**src/design/musical_key_detector_core_defines.svh**
```systemverilog
// ----------------------------------------------------------------------------
// Musical key detector assertion macros
// Property templates for the checks inside the detector controller.
// ----------------------------------------------------------------------------
`ifndef MUSICAL_KEY_DETECTOR_CORE_DEFINES_SVH
`define MUSICAL_KEY_DETECTOR_CORE_DEFINES_SVH

// Same-cycle implication, disabled during reset.
`define MKD_ASSERT_IMP(lbl, ck, rs, ante, cons) \
  lbl: assert property (@(posedge ck) disable iff (rs) (ante) |-> (cons)) \
    else $error("key detector check failed");

// Next-cycle implication, disabled during reset.
`define MKD_ASSERT_NXT(lbl, ck, rs, ante, cons) \
  lbl: assert property (@(posedge ck) disable iff (rs) (ante) |=> (cons)) \
    else $error("key detector check failed");

`endif

```
**src/design/mkd_pkg.sv**
```systemverilog
// ----------------------------------------------------------------------------
// Musical key detector package
// Opcodes, constants, profile ROM and controller/datapath interface types.
// ----------------------------------------------------------------------------
`default_nettype none

package mkd_pkg;

  // Request opcodes.
  typedef enum logic [1:0] {
    OP_SAMPLE = 2'd0,
    OP_TICK   = 2'd1,
    OP_CLEAR  = 2'd2,
    OP_NOP    = 2'd3
  } op_t;

  localparam int unsigned NBINS       = 12;
  localparam int unsigned NKEYS       = 24;
  localparam logic [15:0] FREQ_MIN_Q4 = 16'd800;
  localparam logic [15:0] FREQ_MAX_Q4 = 16'd32000;
  localparam logic [16:0] POS_OFFSET  = 17'd2976;
  localparam logic [16:0] POS_SPAN    = 17'd3072;
  localparam logic [15:0] VOTING_RST  = 16'd1000;

  // Key profiles in Q8, major and minor.
  function automatic logic [10:0] prof_val(input logic minor, input logic [3:0] idx);
    logic [10:0] v;
    v = 11'd0;
    if (!minor) begin
      case (idx)
        4'd0:    v = 11'd1626;
        4'd1:    v = 11'd571;
        4'd2:    v = 11'd891;
        4'd3:    v = 11'd596;
        4'd4:    v = 11'd1121;
        4'd5:    v = 11'd1047;
        4'd6:    v = 11'd645;
        4'd7:    v = 11'd1329;
        4'd8:    v = 11'd612;
        4'd9:    v = 11'd937;
        4'd10:   v = 11'd586;
        4'd11:   v = 11'd737;
        default: v = 11'd0;
      endcase
    end else begin
      case (idx)
        4'd0:    v = 11'd1620;
        4'd1:    v = 11'd686;
        4'd2:    v = 11'd901;
        4'd3:    v = 11'd1377;
        4'd4:    v = 11'd666;
        4'd5:    v = 11'd904;
        4'd6:    v = 11'd650;
        4'd7:    v = 11'd1216;
        4'd8:    v = 11'd1019;
        4'd9:    v = 11'd689;
        4'd10:   v = 11'd855;
        4'd11:   v = 11'd812;
        default: v = 11'd0;
      endcase
    end
    return v;
  endfunction

  // Commands from the controller to the datapath.
  typedef struct packed {
    logic load;
    logic log_init;
    logic log_step;
    logic pos1;
    logic pos2;
    logic pos3;
    logic rd_lo;
    logic wr_lo;
    logic rd_hi;
    logic wr_hi;
    logic mac_start;
    logic div_init;
    logic div_step;
    logic key_upd;
    logic clr_init;
    logic clr_step;
    logic out_load;
  } cmd_t;

  // Status from the datapath to the controller.
  typedef struct packed {
    op_t  op;
    logic sample_ok;
    logic log_last;
    logic mac_done;
    logic div_last;
    logic clr_last;
  } status_t;

endpackage

`default_nettype wire

```
**src/design/mkd_ram.sv**
```systemverilog
// ----------------------------------------------------------------------------
// Generic RAM
// One write port and one read port with registered read data.
// ----------------------------------------------------------------------------
`default_nettype none

module mkd_ram #(
  parameter int WIDTH = 32,
  parameter int DEPTH = 12
) (
  input  wire logic                     clk,
  input  wire logic                     we,
  input  wire logic [$clog2(DEPTH)-1:0] waddr,
  input  wire logic [WIDTH-1:0]         wdata,
  input  wire logic [$clog2(DEPTH)-1:0] raddr,
  output logic      [WIDTH-1:0]         rdata
);

  logic [WIDTH-1:0] mem [DEPTH];

  // Write and registered read.
  always_ff @(posedge clk) begin
    if (we) begin
      mem[waddr] <= wdata;
    end
    rdata <= mem[raddr];
  end

endmodule

`default_nettype wire

```
**src/design/mkd_datapath.sv**
```systemverilog
// ----------------------------------------------------------------------------
// Musical key detector datapath
// Log2 pitch mapping, histogram update, profile scoring, divider and voting.
// ----------------------------------------------------------------------------
`default_nettype none

module mkd_datapath
  import mkd_pkg::*;
(
  input  wire logic        clk,
  input  wire logic        rst,
  input  wire cmd_t        cmd,
  output status_t          status,
  input  wire logic [47:0] in_data,
  input  wire logic [1:0]  in_op,
  input  wire logic        cfg_we,
  input  wire logic [15:0] cfg_wdata,
  output logic      [31:0] out_data,
  output logic             ram_we,
  output logic      [3:0]  ram_waddr,
  output logic      [31:0] ram_wdata,
  output logic      [3:0]  ram_raddr,
  input  wire logic [31:0] ram_rdata
);

  // Request fields.
  op_t         op_r;
  logic [15:0] freq_r;
  logic [8:0]  wgt_r;
  logic [15:0] dt_r;
  logic [15:0] voting;

  // Pitch mapping.
  logic [3:0]  e_comb;
  logic [3:0]  e_r;
  logic [15:0] m_r;
  logic [15:0] frac_r;
  logic [4:0]  cnt;
  logic [31:0] sq;
  logic [16:0] sq15;
  logic [15:0] x_r;
  logic [11:0] p_r;
  logic [16:0] y;
  logic [5:0]  q3;
  logic [16:0] p0;
  logic [8:0]  wclip;
  logic [17:0] wprod;
  logic [8:0]  part_r;
  logic [8:0]  rest_r;
  logic [3:0]  lo_r;
  logic [3:0]  hi_r;
  logic [32:0] sum_lo;
  logic [32:0] sum_hi;

  // Scoring pipeline.
  logic        iss_act;
  logic [4:0]  iss_k;
  logic [3:0]  iss_i;
  logic        s1_v;
  logic [4:0]  s1_k;
  logic [3:0]  s1_i;
  logic [3:0]  rot;
  logic [3:0]  pidx;
  logic        s2_v;
  logic        s2_last;
  logic [4:0]  s2_k;
  logic [42:0] p2;
  logic [47:0] acc;
  logic        s3_v;
  logic [4:0]  s3_k;
  logic [47:0] fin_r;
  logic [52:0] total;
  logic [47:0] best;
  logic [4:0]  best_k;

  // Divider.
  logic [52:0] rem;
  logic [53:0] rem2;
  logic [16:0] quo;

  // Voting state.
  logic [3:0]  cand_root;
  logic        cand_minor;
  logic [16:0] cand_conf;
  logic [3:0]  conf_root;
  logic        conf_minor;
  logic [16:0] conf_level;
  logic [31:0] hold_ms;
  logic [3:0]  new_root;
  logic        new_minor;
  logic [16:0] new_conf;
  logic [32:0] hold_sum;
  logic [31:0] hold_new;

  // Top set bit of the frequency.
  always_comb begin
    e_comb = 4'd0;
    for (int b = 0; b < 16; b++) begin
      if (freq_r[b]) begin
        e_comb = 4'(b);
      end
    end
  end

  assign wclip = (wgt_r > 9'd256) ? 9'd256 : wgt_r;
  assign sq    = 32'(m_r) * 32'(m_r);
  assign sq15  = sq[31:15];

  // Position reduction modulo the pitch-class span.
  assign y  = 17'(x_r) + POS_OFFSET;
  assign q3 = 6'((14'(y[16:10]) * 14'd171) >> 9);
  assign p0 = y - 17'(q3) * POS_SPAN;

  assign wprod  = 18'(wclip) * 18'(9'd256 - 9'(p_r[7:0])) + 18'd128;
  assign sum_lo = 33'(ram_rdata) + 33'(part_r);
  assign sum_hi = 33'(ram_rdata) + 33'(rest_r);

  // Profile index for the key in the first scoring stage.
  assign rot  = (s1_k >= 5'd12) ? 4'(s1_k - 5'd12) : 4'(s1_k);
  assign pidx = (s1_i >= rot) ? (s1_i - rot) : (s1_i + 4'd12 - rot);

  assign rem2 = {rem, 1'b0};

  // Best key and its confidence.
  assign new_root  = (best_k >= 5'd12) ? 4'(best_k - 5'd12) : 4'(best_k);
  assign new_minor = (best_k >= 5'd12);
  assign new_conf  = (total == 53'd0) ? 17'd0 : quo;
  assign hold_sum  = 33'(hold_ms) + 33'(dt_r);
  assign hold_new  = hold_sum[32] ? 32'hFFFF_FFFF : hold_sum[31:0];

  // Histogram memory port selection.
  always_comb begin
    ram_we    = 1'b0;
    ram_waddr = lo_r;
    ram_wdata = 32'd0;
    ram_raddr = iss_i;
    if (cmd.rd_lo) begin
      ram_raddr = lo_r;
    end
    if (cmd.rd_hi) begin
      ram_raddr = hi_r;
    end
    if (cmd.wr_lo) begin
      ram_we    = 1'b1;
      ram_waddr = lo_r;
      ram_wdata = sum_lo[32] ? 32'hFFFF_FFFF : sum_lo[31:0];
    end
    if (cmd.wr_hi) begin
      ram_we    = 1'b1;
      ram_waddr = hi_r;
      ram_wdata = sum_hi[32] ? 32'hFFFF_FFFF : sum_hi[31:0];
    end
    if (cmd.clr_step) begin
      ram_we    = 1'b1;
      ram_waddr = cnt[3:0];
      ram_wdata = 32'd0;
    end
  end

  // Status to the controller.
  always_comb begin
    status.op        = op_r;
    status.sample_ok = (freq_r >= FREQ_MIN_Q4) && (freq_r <= FREQ_MAX_Q4) &&
                       (wgt_r != 9'd0);
    status.log_last  = (cnt == 5'd15);
    status.mac_done  = s3_v && (s3_k == 5'(NKEYS - 1));
    status.div_last  = (cnt == 5'd15);
    status.clr_last  = (cnt == 5'(NBINS - 1));
  end

  // Request capture, mapping and histogram sequencing.
  always_ff @(posedge clk) begin
    if (cmd.load) begin
      op_r   <= op_t'(in_op);
      freq_r <= in_data[15:0];
      wgt_r  <= in_data[24:16];
      dt_r   <= in_data[40:25];
    end
    if (cmd.log_init || cmd.div_init || cmd.clr_init) begin
      cnt <= 5'd0;
    end else if (cmd.log_step || cmd.div_step || cmd.clr_step) begin
      cnt <= cnt + 5'd1;
    end
    if (cmd.log_init) begin
      e_r    <= e_comb;
      m_r    <= 16'(32'(freq_r) << (4'd15 - e_comb));
      frac_r <= 16'd0;
    end
    if (cmd.log_step) begin
      if (sq15[16]) begin
        m_r    <= sq15[16:1];
        frac_r <= {frac_r[14:0], 1'b1};
      end else begin
        m_r    <= sq15[15:0];
        frac_r <= {frac_r[14:0], 1'b0};
      end
    end
    if (cmd.pos1) begin
      x_r <= 16'((22'({e_r, frac_r}) * 22'd3 + 22'd32) >> 6);
    end
    if (cmd.pos2) begin
      p_r <= (p0 >= POS_SPAN) ? 12'(p0 - POS_SPAN) : 12'(p0);
    end
    if (cmd.pos3) begin
      lo_r   <= p_r[11:8];
      hi_r   <= (p_r[11:8] == 4'(NBINS - 1)) ? 4'd0 : p_r[11:8] + 4'd1;
      part_r <= 9'(wprod >> 8);
      rest_r <= wclip - 9'(wprod >> 8);
    end
  end

  // Scoring pipeline control.
  always_ff @(posedge clk) begin
    if (rst) begin
      iss_act <= 1'b0;
      s1_v    <= 1'b0;
      s2_v    <= 1'b0;
      s3_v    <= 1'b0;
    end else begin
      if (cmd.mac_start) begin
        iss_act <= 1'b1;
      end else if (iss_act && iss_i == 4'(NBINS - 1) && iss_k == 5'(NKEYS - 1)) begin
        iss_act <= 1'b0;
      end
      s1_v <= iss_act;
      s2_v <= s1_v;
      s3_v <= s2_v && s2_last;
    end
  end

  // Scoring pipeline data: issue, multiply, accumulate, pick best.
  always_ff @(posedge clk) begin
    if (cmd.mac_start) begin
      iss_k <= 5'd0;
      iss_i <= 4'd0;
    end else if (iss_act) begin
      if (iss_i == 4'(NBINS - 1)) begin
        iss_i <= 4'd0;
        iss_k <= iss_k + 5'd1;
      end else begin
        iss_i <= iss_i + 4'd1;
      end
    end
    s1_k    <= iss_k;
    s1_i    <= iss_i;
    s2_k    <= s1_k;
    s2_last <= (s1_i == 4'(NBINS - 1));
    p2      <= 43'(ram_rdata) * 43'(prof_val(s1_k >= 5'd12, pidx));
    if (cmd.mac_start) begin
      acc   <= 48'd0;
      total <= 53'd0;
    end else begin
      if (s2_v) begin
        if (s2_last) begin
          fin_r <= acc + 48'(p2);
          s3_k  <= s2_k;
          acc   <= 48'd0;
        end else begin
          acc <= acc + 48'(p2);
        end
      end
      if (s3_v) begin
        total <= total + 53'(fin_r);
        if (s3_k == 5'd0 || fin_r > best) begin
          best   <= fin_r;
          best_k <= s3_k;
        end
      end
    end
  end

  // Restoring divider for best over total.
  always_ff @(posedge clk) begin
    if (cmd.div_init) begin
      if (53'(best) >= total) begin
        rem <= 53'(best) - total;
        quo <= 17'd1;
      end else begin
        rem <= 53'(best);
        quo <= 17'd0;
      end
    end else if (cmd.div_step) begin
      if (rem2 >= 54'(total)) begin
        rem <= 53'(rem2 - 54'(total));
        quo <= {quo[15:0], 1'b1};
      end else begin
        rem <= 53'(rem2);
        quo <= {quo[15:0], 1'b0};
      end
    end
  end

  // Voting state, configuration and result register.
  always_ff @(posedge clk) begin
    if (rst) begin
      voting     <= VOTING_RST;
      cand_root  <= 4'd0;
      cand_minor <= 1'b0;
      cand_conf  <= 17'd0;
      conf_root  <= 4'd0;
      conf_minor <= 1'b0;
      conf_level <= 17'd0;
      hold_ms    <= 32'd0;
    end else begin
      if (cfg_we) begin
        voting <= cfg_wdata;
      end
      if (cmd.clr_init) begin
        hold_ms <= 32'd0;
      end
      if (cmd.key_upd) begin
        if (new_root == cand_root && new_minor == cand_minor) begin
          hold_ms <= hold_new;
          if (hold_new >= 32'(voting)) begin
            conf_root  <= cand_root;
            conf_minor <= cand_minor;
            conf_level <= cand_conf;
          end
        end else begin
          cand_root  <= new_root;
          cand_minor <= new_minor;
          cand_conf  <= new_conf;
          hold_ms    <= 32'd0;
        end
      end
    end
  end

  always_ff @(posedge clk) begin
    if (cmd.out_load) begin
      out_data <= {5'd0, cand_minor, cand_root, conf_level, conf_minor, conf_root};
    end
  end

endmodule

`default_nettype wire

```
**src/design/mkd_ctrl.sv**
```systemverilog
// ----------------------------------------------------------------------------
// Musical key detector controller
// Sequences one request at a time through the datapath and owns the handshakes.
// ----------------------------------------------------------------------------
`default_nettype none

`include "musical_key_detector_core_defines.svh"

module mkd_ctrl
  import mkd_pkg::*;
(
  input  wire logic    clk,
  input  wire logic    rst,
  input  wire logic    s_tvalid,
  output logic         s_tready,
  output logic         m_tvalid,
  input  wire logic    m_tready,
  input  wire status_t status,
  output cmd_t         cmd
);

  typedef enum logic [4:0] {
    S_INIT_CLR, S_INIT_SWEEP, S_IDLE, S_DECODE, S_LOG_INIT, S_LOG,
    S_POS1, S_POS2, S_POS3, S_RD_LO, S_WR_LO, S_RD_HI, S_WR_HI,
    S_MAC_INIT, S_MAC, S_DIV_INIT, S_DIV, S_KEY, S_CLR_INIT, S_CLR, S_OUT
  } state_t;

  state_t state;
  logic   out_free;

  assign out_free = !m_tvalid || m_tready;
  assign s_tready = (state == S_IDLE);

  // Commands decoded from the state.
  always_comb begin
    cmd           = '0;
    cmd.load      = (state == S_IDLE) && s_tvalid;
    cmd.log_init  = (state == S_LOG_INIT);
    cmd.log_step  = (state == S_LOG);
    cmd.pos1      = (state == S_POS1);
    cmd.pos2      = (state == S_POS2);
    cmd.pos3      = (state == S_POS3);
    cmd.rd_lo     = (state == S_RD_LO);
    cmd.wr_lo     = (state == S_WR_LO);
    cmd.rd_hi     = (state == S_RD_HI);
    cmd.wr_hi     = (state == S_WR_HI);
    cmd.mac_start = (state == S_MAC_INIT);
    cmd.div_init  = (state == S_DIV_INIT);
    cmd.div_step  = (state == S_DIV);
    cmd.key_upd   = (state == S_KEY);
    cmd.clr_init  = (state == S_CLR_INIT) || (state == S_INIT_CLR);
    cmd.clr_step  = (state == S_CLR) || (state == S_INIT_SWEEP);
    cmd.out_load  = (state == S_OUT) && out_free;
  end

  // State register and result valid flag.
  always_ff @(posedge clk) begin
    if (rst) begin
      state    <= S_INIT_CLR;
      m_tvalid <= 1'b0;
    end else begin
      if (cmd.out_load) begin
        m_tvalid <= 1'b1;
      end else if (m_tready) begin
        m_tvalid <= 1'b0;
      end
      case (state)
        S_INIT_CLR:   state <= S_INIT_SWEEP;
        S_INIT_SWEEP: if (status.clr_last) state <= S_IDLE;
        S_IDLE:       if (s_tvalid) state <= S_DECODE;
        S_DECODE: begin
          case (status.op)
            OP_SAMPLE: state <= status.sample_ok ? S_LOG_INIT : S_OUT;
            OP_TICK:   state <= S_MAC_INIT;
            OP_CLEAR:  state <= S_CLR_INIT;
            default:   state <= S_OUT;
          endcase
        end
        S_LOG_INIT:   state <= S_LOG;
        S_LOG:        if (status.log_last) state <= S_POS1;
        S_POS1:       state <= S_POS2;
        S_POS2:       state <= S_POS3;
        S_POS3:       state <= S_RD_LO;
        S_RD_LO:      state <= S_WR_LO;
        S_WR_LO:      state <= S_RD_HI;
        S_RD_HI:      state <= S_WR_HI;
        S_WR_HI:      state <= S_OUT;
        S_MAC_INIT:   state <= S_MAC;
        S_MAC:        if (status.mac_done) state <= S_DIV_INIT;
        S_DIV_INIT:   state <= S_DIV;
        S_DIV:        if (status.div_last) state <= S_KEY;
        S_KEY:        state <= S_OUT;
        S_CLR_INIT:   state <= S_CLR;
        S_CLR:        if (status.clr_last) state <= S_OUT;
        S_OUT:        if (out_free) state <= S_IDLE;
        default:      state <= S_IDLE;
      endcase
    end
  end

  // A pending result is never overwritten.
  `MKD_ASSERT_IMP(a_no_overwrite, clk, rst, cmd.out_load, !m_tvalid || m_tready)
  // Scoring completion moves straight on to the divider.
  `MKD_ASSERT_NXT(a_mac_to_div, clk, rst, state == S_MAC && status.mac_done, state == S_DIV_INIT)
  // An accepted request is decoded in the next cycle and blocks further input.
  `MKD_ASSERT_NXT(a_accept_decode, clk, rst, s_tvalid && s_tready, state == S_DECODE && !s_tready)

endmodule

`default_nettype wire

```
**src/design/musical_key_detector_core.sv**
```systemverilog
// ----------------------------------------------------------------------------
// Musical key detector core
// Pitch-class histogram with profile-correlation key finding and voting.
// ----------------------------------------------------------------------------
// Usage:
//   Requests enter on the s_ channel: s_tuser carries the opcode (sample,
//   tick, clear, no-op), s_tdata carries frequency, weight and tick time.
//   Every request produces exactly one result on the m_ channel holding the
//   confirmed key, its confidence and the current candidate key.
//   One request is processed at a time. A sample's time is set by the 16
//   squaring steps of the log2 unit. A tick's time is set by the single
//   multiply-accumulate unit scoring 24 keys over 12 bins plus a 17-step
//   divider. A clear zeroes the histogram one bin at a time. The result
//   sits in an output register, so the next request is accepted while it
//   waits; the block stalls in its final step only when a second result is
//   ready and the receiver still holds m_tready low. After rst the histogram
//   is swept to zero before s_tready rises; cfg_we writes the voting time at
//   any clock edge outside reset.
// ----------------------------------------------------------------------------
`default_nettype none

module musical_key_detector_core
  import mkd_pkg::*;
(
  input  wire logic        clk,
  input  wire logic        rst,
  input  wire logic        s_tvalid,
  output logic             s_tready,
  input  wire logic [47:0] s_tdata,   // frequency_q4[15:0], sample_weight[24:16], tick_ms[40:25]
  input  wire logic [1:0]  s_tuser,   // opcode[1:0]
  output logic             m_tvalid,
  input  wire logic        m_tready,
  output logic      [31:0] m_tdata,   // key_root[3:0], key_minor[4], key_confidence[21:5],
                                      // candidate_root[25:22], candidate_minor[26]
  input  wire logic        cfg_we,
  input  wire logic [15:0] cfg_wdata
);

  cmd_t        cmd;
  status_t     status;
  logic        ram_we;
  logic [3:0]  ram_waddr;
  logic [31:0] ram_wdata;
  logic [3:0]  ram_raddr;
  logic [31:0] ram_rdata;

  // Sequencer.
  mkd_ctrl u_ctrl (
    .clk      (clk),
    .rst      (rst),
    .s_tvalid (s_tvalid),
    .s_tready (s_tready),
    .m_tvalid (m_tvalid),
    .m_tready (m_tready),
    .status   (status),
    .cmd      (cmd)
  );

  // Arithmetic and key state.
  mkd_datapath u_dp (
    .clk       (clk),
    .rst       (rst),
    .cmd       (cmd),
    .status    (status),
    .in_data   (s_tdata),
    .in_op     (s_tuser),
    .cfg_we    (cfg_we),
    .cfg_wdata (cfg_wdata),
    .out_data  (m_tdata),
    .ram_we    (ram_we),
    .ram_waddr (ram_waddr),
    .ram_wdata (ram_wdata),
    .ram_raddr (ram_raddr),
    .ram_rdata (ram_rdata)
  );

  // Pitch-class histogram.
  mkd_ram #(
    .WIDTH (32),
    .DEPTH (NBINS)
  ) u_bins (
    .clk   (clk),
    .we    (ram_we),
    .waddr (ram_waddr),
    .wdata (ram_wdata),
    .raddr (ram_raddr),
    .rdata (ram_rdata)
  );

endmodule

`default_nettype wire
```
**config.mk**
```make
export PLATFORM = sky130hd
export DESIGN_NAME = musical_key_detector_core
export DESIGN_NICKNAME = d
export VERILOG_FILES = /design/src/design/mkd_pkg.sv /design/src/design/mkd_ram.sv /design/src/design/mkd_datapath.sv /design/src/design/mkd_ctrl.sv /design/src/design/musical_key_detector_core.sv
export VERILOG_INCLUDE_DIRS = /design/src /design/src/design
export SDC_FILE = /design/constraint.sdc
export NUM_CORES = 2
export LEC_CHECK = 0
export ABC_CLOCK_PERIOD_IN_PS = 25600
export BUFFER_PORTS_ARGS = -buffer_cell sky130_fd_sc_hd__clkbuf_2
export CAP_MARGIN = 20
export CORE_MARGIN = 5
export CORE_UTILIZATION = 60
export CTS_BUF_LIST = sky130_fd_sc_hd__clkbuf_8 sky130_fd_sc_hd__clkbuf_16
export CTS_CLUSTER_SIZE = 40
export DETAILED_ROUTE_END_ITERATION = 7
export PLACE_DENSITY = 0.75
export SLEW_MARGIN = 0
export SYNTH_ARGS = -nofsm -noshare
export SYNTH_HDL_FRONTEND = slang
export SYNTH_SLANG_ARGS = --single-unit
```
**constraint.sdc**
```tcl
create_clock -name clk -period 25.6 [get_ports clk]
set_input_delay 0 -clock clk [delete_from_list [all_inputs] [get_ports clk]]
set_output_delay 0 -clock clk [all_outputs]
set_load 0.01 [all_outputs]
```
==> reports/results.txt <==
The run finished with clean final reports. The adder-cell share of the synthesized area was 0.233. The share of layout cells above drive strength 1 works out to 0.0724. The path class of the tightest hold or removal check is primary input to flip-flop. Yosys attributes the largest share of cell area to edfxtp_1 28%, fa_1 13%, ha_1 10%. VDD sags by at most 275 uV.

For the number of levels the H-tree was split into, the log shows 3. For the number of sinks driven by the clock tree, the log shows 1027. The fraction of power spent switching nets was 0.457; the count of final max-slew check failures was 0. The tree is rooted in a clkbuf_16. The required time of the critical path was 26.21 ns.

Endpoint of the worst register-to-register path: u_dp.p2[40]. The multiplexer fraction of the synthesized cell area works out to 0.0522. In this run, synthesis inferred 720 flip-flops with an integrated enable. In this run the post-CTS setup repair buffer count came out at 0. Clock latency on the worst-skew pair, taken at its later pin, is 0.75 ns. The worst setup path is launched from a flip-flop. The longest clock path from root to sink contains 3 buffers. The post-synthesis xor/xnor area fraction is 0.0405, and the count of vias placed by the detailed router is 56200. For this design the ratio of total power to cell area is 134 nW/um^2. The number of filler instances in the final layout was 9601; the final instance count without filler cells was 9402. The die outline area came out at 135000 sq um. Setup repair after global routing left no endpoint under its margin. The fraction of registers with async set/reset is 0, and the final weighted congestion in routability-driven placement is 0.887.

Simple-gate area share of the yosys netlist: 0.134. Of all cell types, the one taking the most synthesized area is edfxtp_1. Row generation in the floorplan step produced 131 rows.

In this run the mean area of a mapped cell was 10.2 sq um. The run gives 0.276 as the global-route total usage across every layer. The number of search-and-repair iterations in the first detailed-routing pass was 6.

The most used flip-flop cell after synthesis is edfxtp_1. For this run, the post-layout net count is 8834. For hold timing, the worst endpoint is u_dp.freq_r[13]. TritonCTS built the clock tree.

The initial cell density of the core is 0.602, and the depth of the most critical reg-to-reg path is 33. The final cycle utilization of the critical path is 0.393, and the total negative setup slack is 0 ns. In this design, the critical path's most frequently occurring cell is fa_1. The post-synthesis sequential area ratio was 0.363; the setup clock skew after layout was 0.0737 ns. The die outline width works out to 367 microns.

Max-cap violations in this run came to 0. At the worst endpoint, the arrival time is 10.66 ns. The internal portion of the total power is 6.14 mW. The number of warning messages in the yosys log is 0, and the top-level port count is 105. Dividing the detail-routed wire length by the instance count gives 20.0 microns. The worst register-to-register path has a setup slack of 15.55 ns. The clock slew seen by the registers of the worst setup and hold paths was 0.06 ns; the core area was 127000 sq um. The routed design has 188000 microns of wire. The count of buffer and inverter cells on the critical path came out at 5. The cell depth of the worst hold path is 2. In this run, post-CTS hold repair placed 138 buffers. The tools report the number of buffers added by the clock tree synthesis step as 109.

Setup violations remaining at the end of the flow were counted as 0. In this run, synthesis produced a sequential element count of 1027. Relative to the synthesized area, the layout overhead comes to 9.75%.

The post-route antenna net violation count came out at 0. After detailed placement, the design holds a cell count of 9043. Dividing the detail-routed via count by the number of cells gives 5.98.

The startpoint of the most critical hold path is s_tdata[13]. For the combinational group share of total power, the log shows 0.661. The tools report the number of global-route vias before repair as 57400. For this block, the initial DRC count from the detailed router was 4263. The total power consumption of the routed design is 11.3 mW.

In the routed design, unresolved DRC markers number 0. The fraction of synthesized cell area taken by the top area cell type works out to 0.282. The worst setup path is captured at a flip-flop. The critical setup path kind was flip-flop to flip-flop. The first-pass GRT wire length was 303000 microns; the number of resized instances in the post-cts repair step was 0. The tools report the number of failing hold endpoints at the final stage as 0.

The logs give 7504 for the number of instances in the synthesized netlist and 0.143 for the clock power share. Number of antenna violations at the first check in global routing: 4. The kind of cell with the highest combined delay on the critical path is adder cells.

The analysis attributes to net switching a power of 5.16 mW. The startpoint identified for the worst register-to-register timing path is u_dp.s1_k[2]. The most critical setup path has its startpoint at u_dp.s1_k[2]. Detailed placement ended at an HPWL of 132000 microns.

Cell leakage power: 35.8 nW. The die outline height was 367 microns. At the pin with the least slew margin, the transition time is 1.35 ns.

The compound-gate portion of the synthesized area is 0.121. Share of power burned in registers: 0.196. The maximum fanout along the worst path is 32, and the remaining max-slew budget at the tightest pin is 0.101. After synthesis, the largest family of logic cells by area is adder cells. For this run, the slowest stage of the critical path takes 0.71 ns. The count of buffers inserted at the top-level ports came out at 92.

The post-synthesis instance area was 76600 sq um; the final critical path time including I/O delays and setup was 10.05 ns. The synthesized netlist contains 95 unique library cells. Global routing finished with a remaining overflow of 0. Based on the critical path, the design can be clocked at up to 99.5 MHz. Entering global routing, the biggest net connects 99 pins.

The critical-path cell with the highest stage delay is mux2i_1.
[cell usage in the layout, fill, tap and decap left out, types with 133 or more instances in the layout]
cell and count:
mux2i_1 169, nor2_1 524, edfxtp_1 720, ha_1 621, nand2_1 662, o21ai_0 207
xor2_1 133, inv_1 866, xnor2_1 221, a21oi_1 467, dfxtp_1 305, dlygate4sd3_1 138
fa_1 503, a21o_1 198, and2_1 281
[worst register-to-register path: cells and delay by family, from the launching register on]
kind                       cells  cell delay [ns]
adders and majority gates      8             3.56
AOI/OAI and AO/OA             10             2.51
and+or+nand+nor                7             1.55
buffers and inverters          5             0.84
muxes                          1             0.71
xor gates and xnor gates       2             0.41
DFF                            1             0.36
[cells by family (layout without fill, tap and decap cells)]
group | after synthesis | after routing
compound gates | 1431 | 1431
xor+xnor | 354 | 354
fa+ha+maj | 1124 | 1124
buf+inv | 1138 | 1366
flops | 1027 | 1027
mux | 278 | 278
other cells | 1 | 9
simple gates | 2151 | 2151
[synth_stat cells (55+ instances only)]
cell / instances
clkbuf_1: 255
inv_1: 840
xor2_1: 133
a211oi_1: 81
xnor2_1: 221
a21o_1: 198
a21oi_1: 471
mux2i_1: 169
nand3_1: 124
o21ai_0: 210
and2_1: 282
nand2_1: 663
mux4_2: 96
and3_1: 78
nor3_1: 97
nor2_1: 541
nor2b_1: 96
fa_1: 503
nand2b_1: 55
edfxtp_1: 720
nand4_1: 72
ha_1: 621
dfxtp_1: 307
[through the flow]
stage,utilization,hold slack (ns),setup WS [ns],area [sq um]
global route,0.661,0.0338,15.05,84100
CTS,0.660,0.00119,15.66,84000
finish,0.661,0.0525,15.55,84100
global placement,0.620,0.177,15.86,78900
floorplan,-,0.0989,16.56,76600
detailed placement,0.620,0.179,15.70,78900
[sequential cells by signal (all words and copies together) (netlist names), 27 cells and up]
signal / cells
u_bins.mem: 384
u_bins.rdata: 32
u_dp.acc: 48
u_dp.best: 48
u_dp.fin_r: 48
u_dp.hold_ms: 32
u_dp.out_data: 27
u_dp.p2: 43
u_dp.rem: 53
u_dp.total: 53
[routing by layer]
metal	GRT usage	wire, microns	vias to the layer above
li1	-	-	26400
met1	0.349	77000	27500
met2	0.480	92000	1874
met3	0.0367	10700	471
met4	0.113	8250	0
met5	0	0	-
[worst max path at each step]
stage / endpoint / slack [ns] / cells after the start
floorplan: u_dp.p2[40] / 16.56 / 35
global placement: u_dp.p2[40] / 15.86 / 33
detailed placement: u_dp.p2[40] / 15.70 / 33
CTS: u_dp.p2[40] / 15.66 / 33
global route: u_dp.p2[40] / 15.05 / 33
finish: u_dp.p2[40] / 15.55 / 33
[cell type report]
class	instances	area, sq um	share of cell area
sequential	1027	27800	0.330
antenna	4	10.0	0.000119
timing repair buffer	317	2490	0.0296
clock inverter	85	803	0.00956
inverter	841	3160	0.0376
clock buffer	123	2940	0.0350
multi-input combinational	5343	44800	0.533
tap	1662	2080	0.0247
[power by group through the flow]
stage	Sequential (mW)	Clock, mW	Combinational, mW
3_3_place_gp	2.23	0	7.20
2_1_floorplan	2.13	0	5.81
5_1_grt	2.22	1.72	8.50
3_5_place_dp	2.24	0	7.41
4_1_cts	2.20	1.65	7.49
6_report	2.21	1.62	7.47
Power figures use the tool's default switching activity.
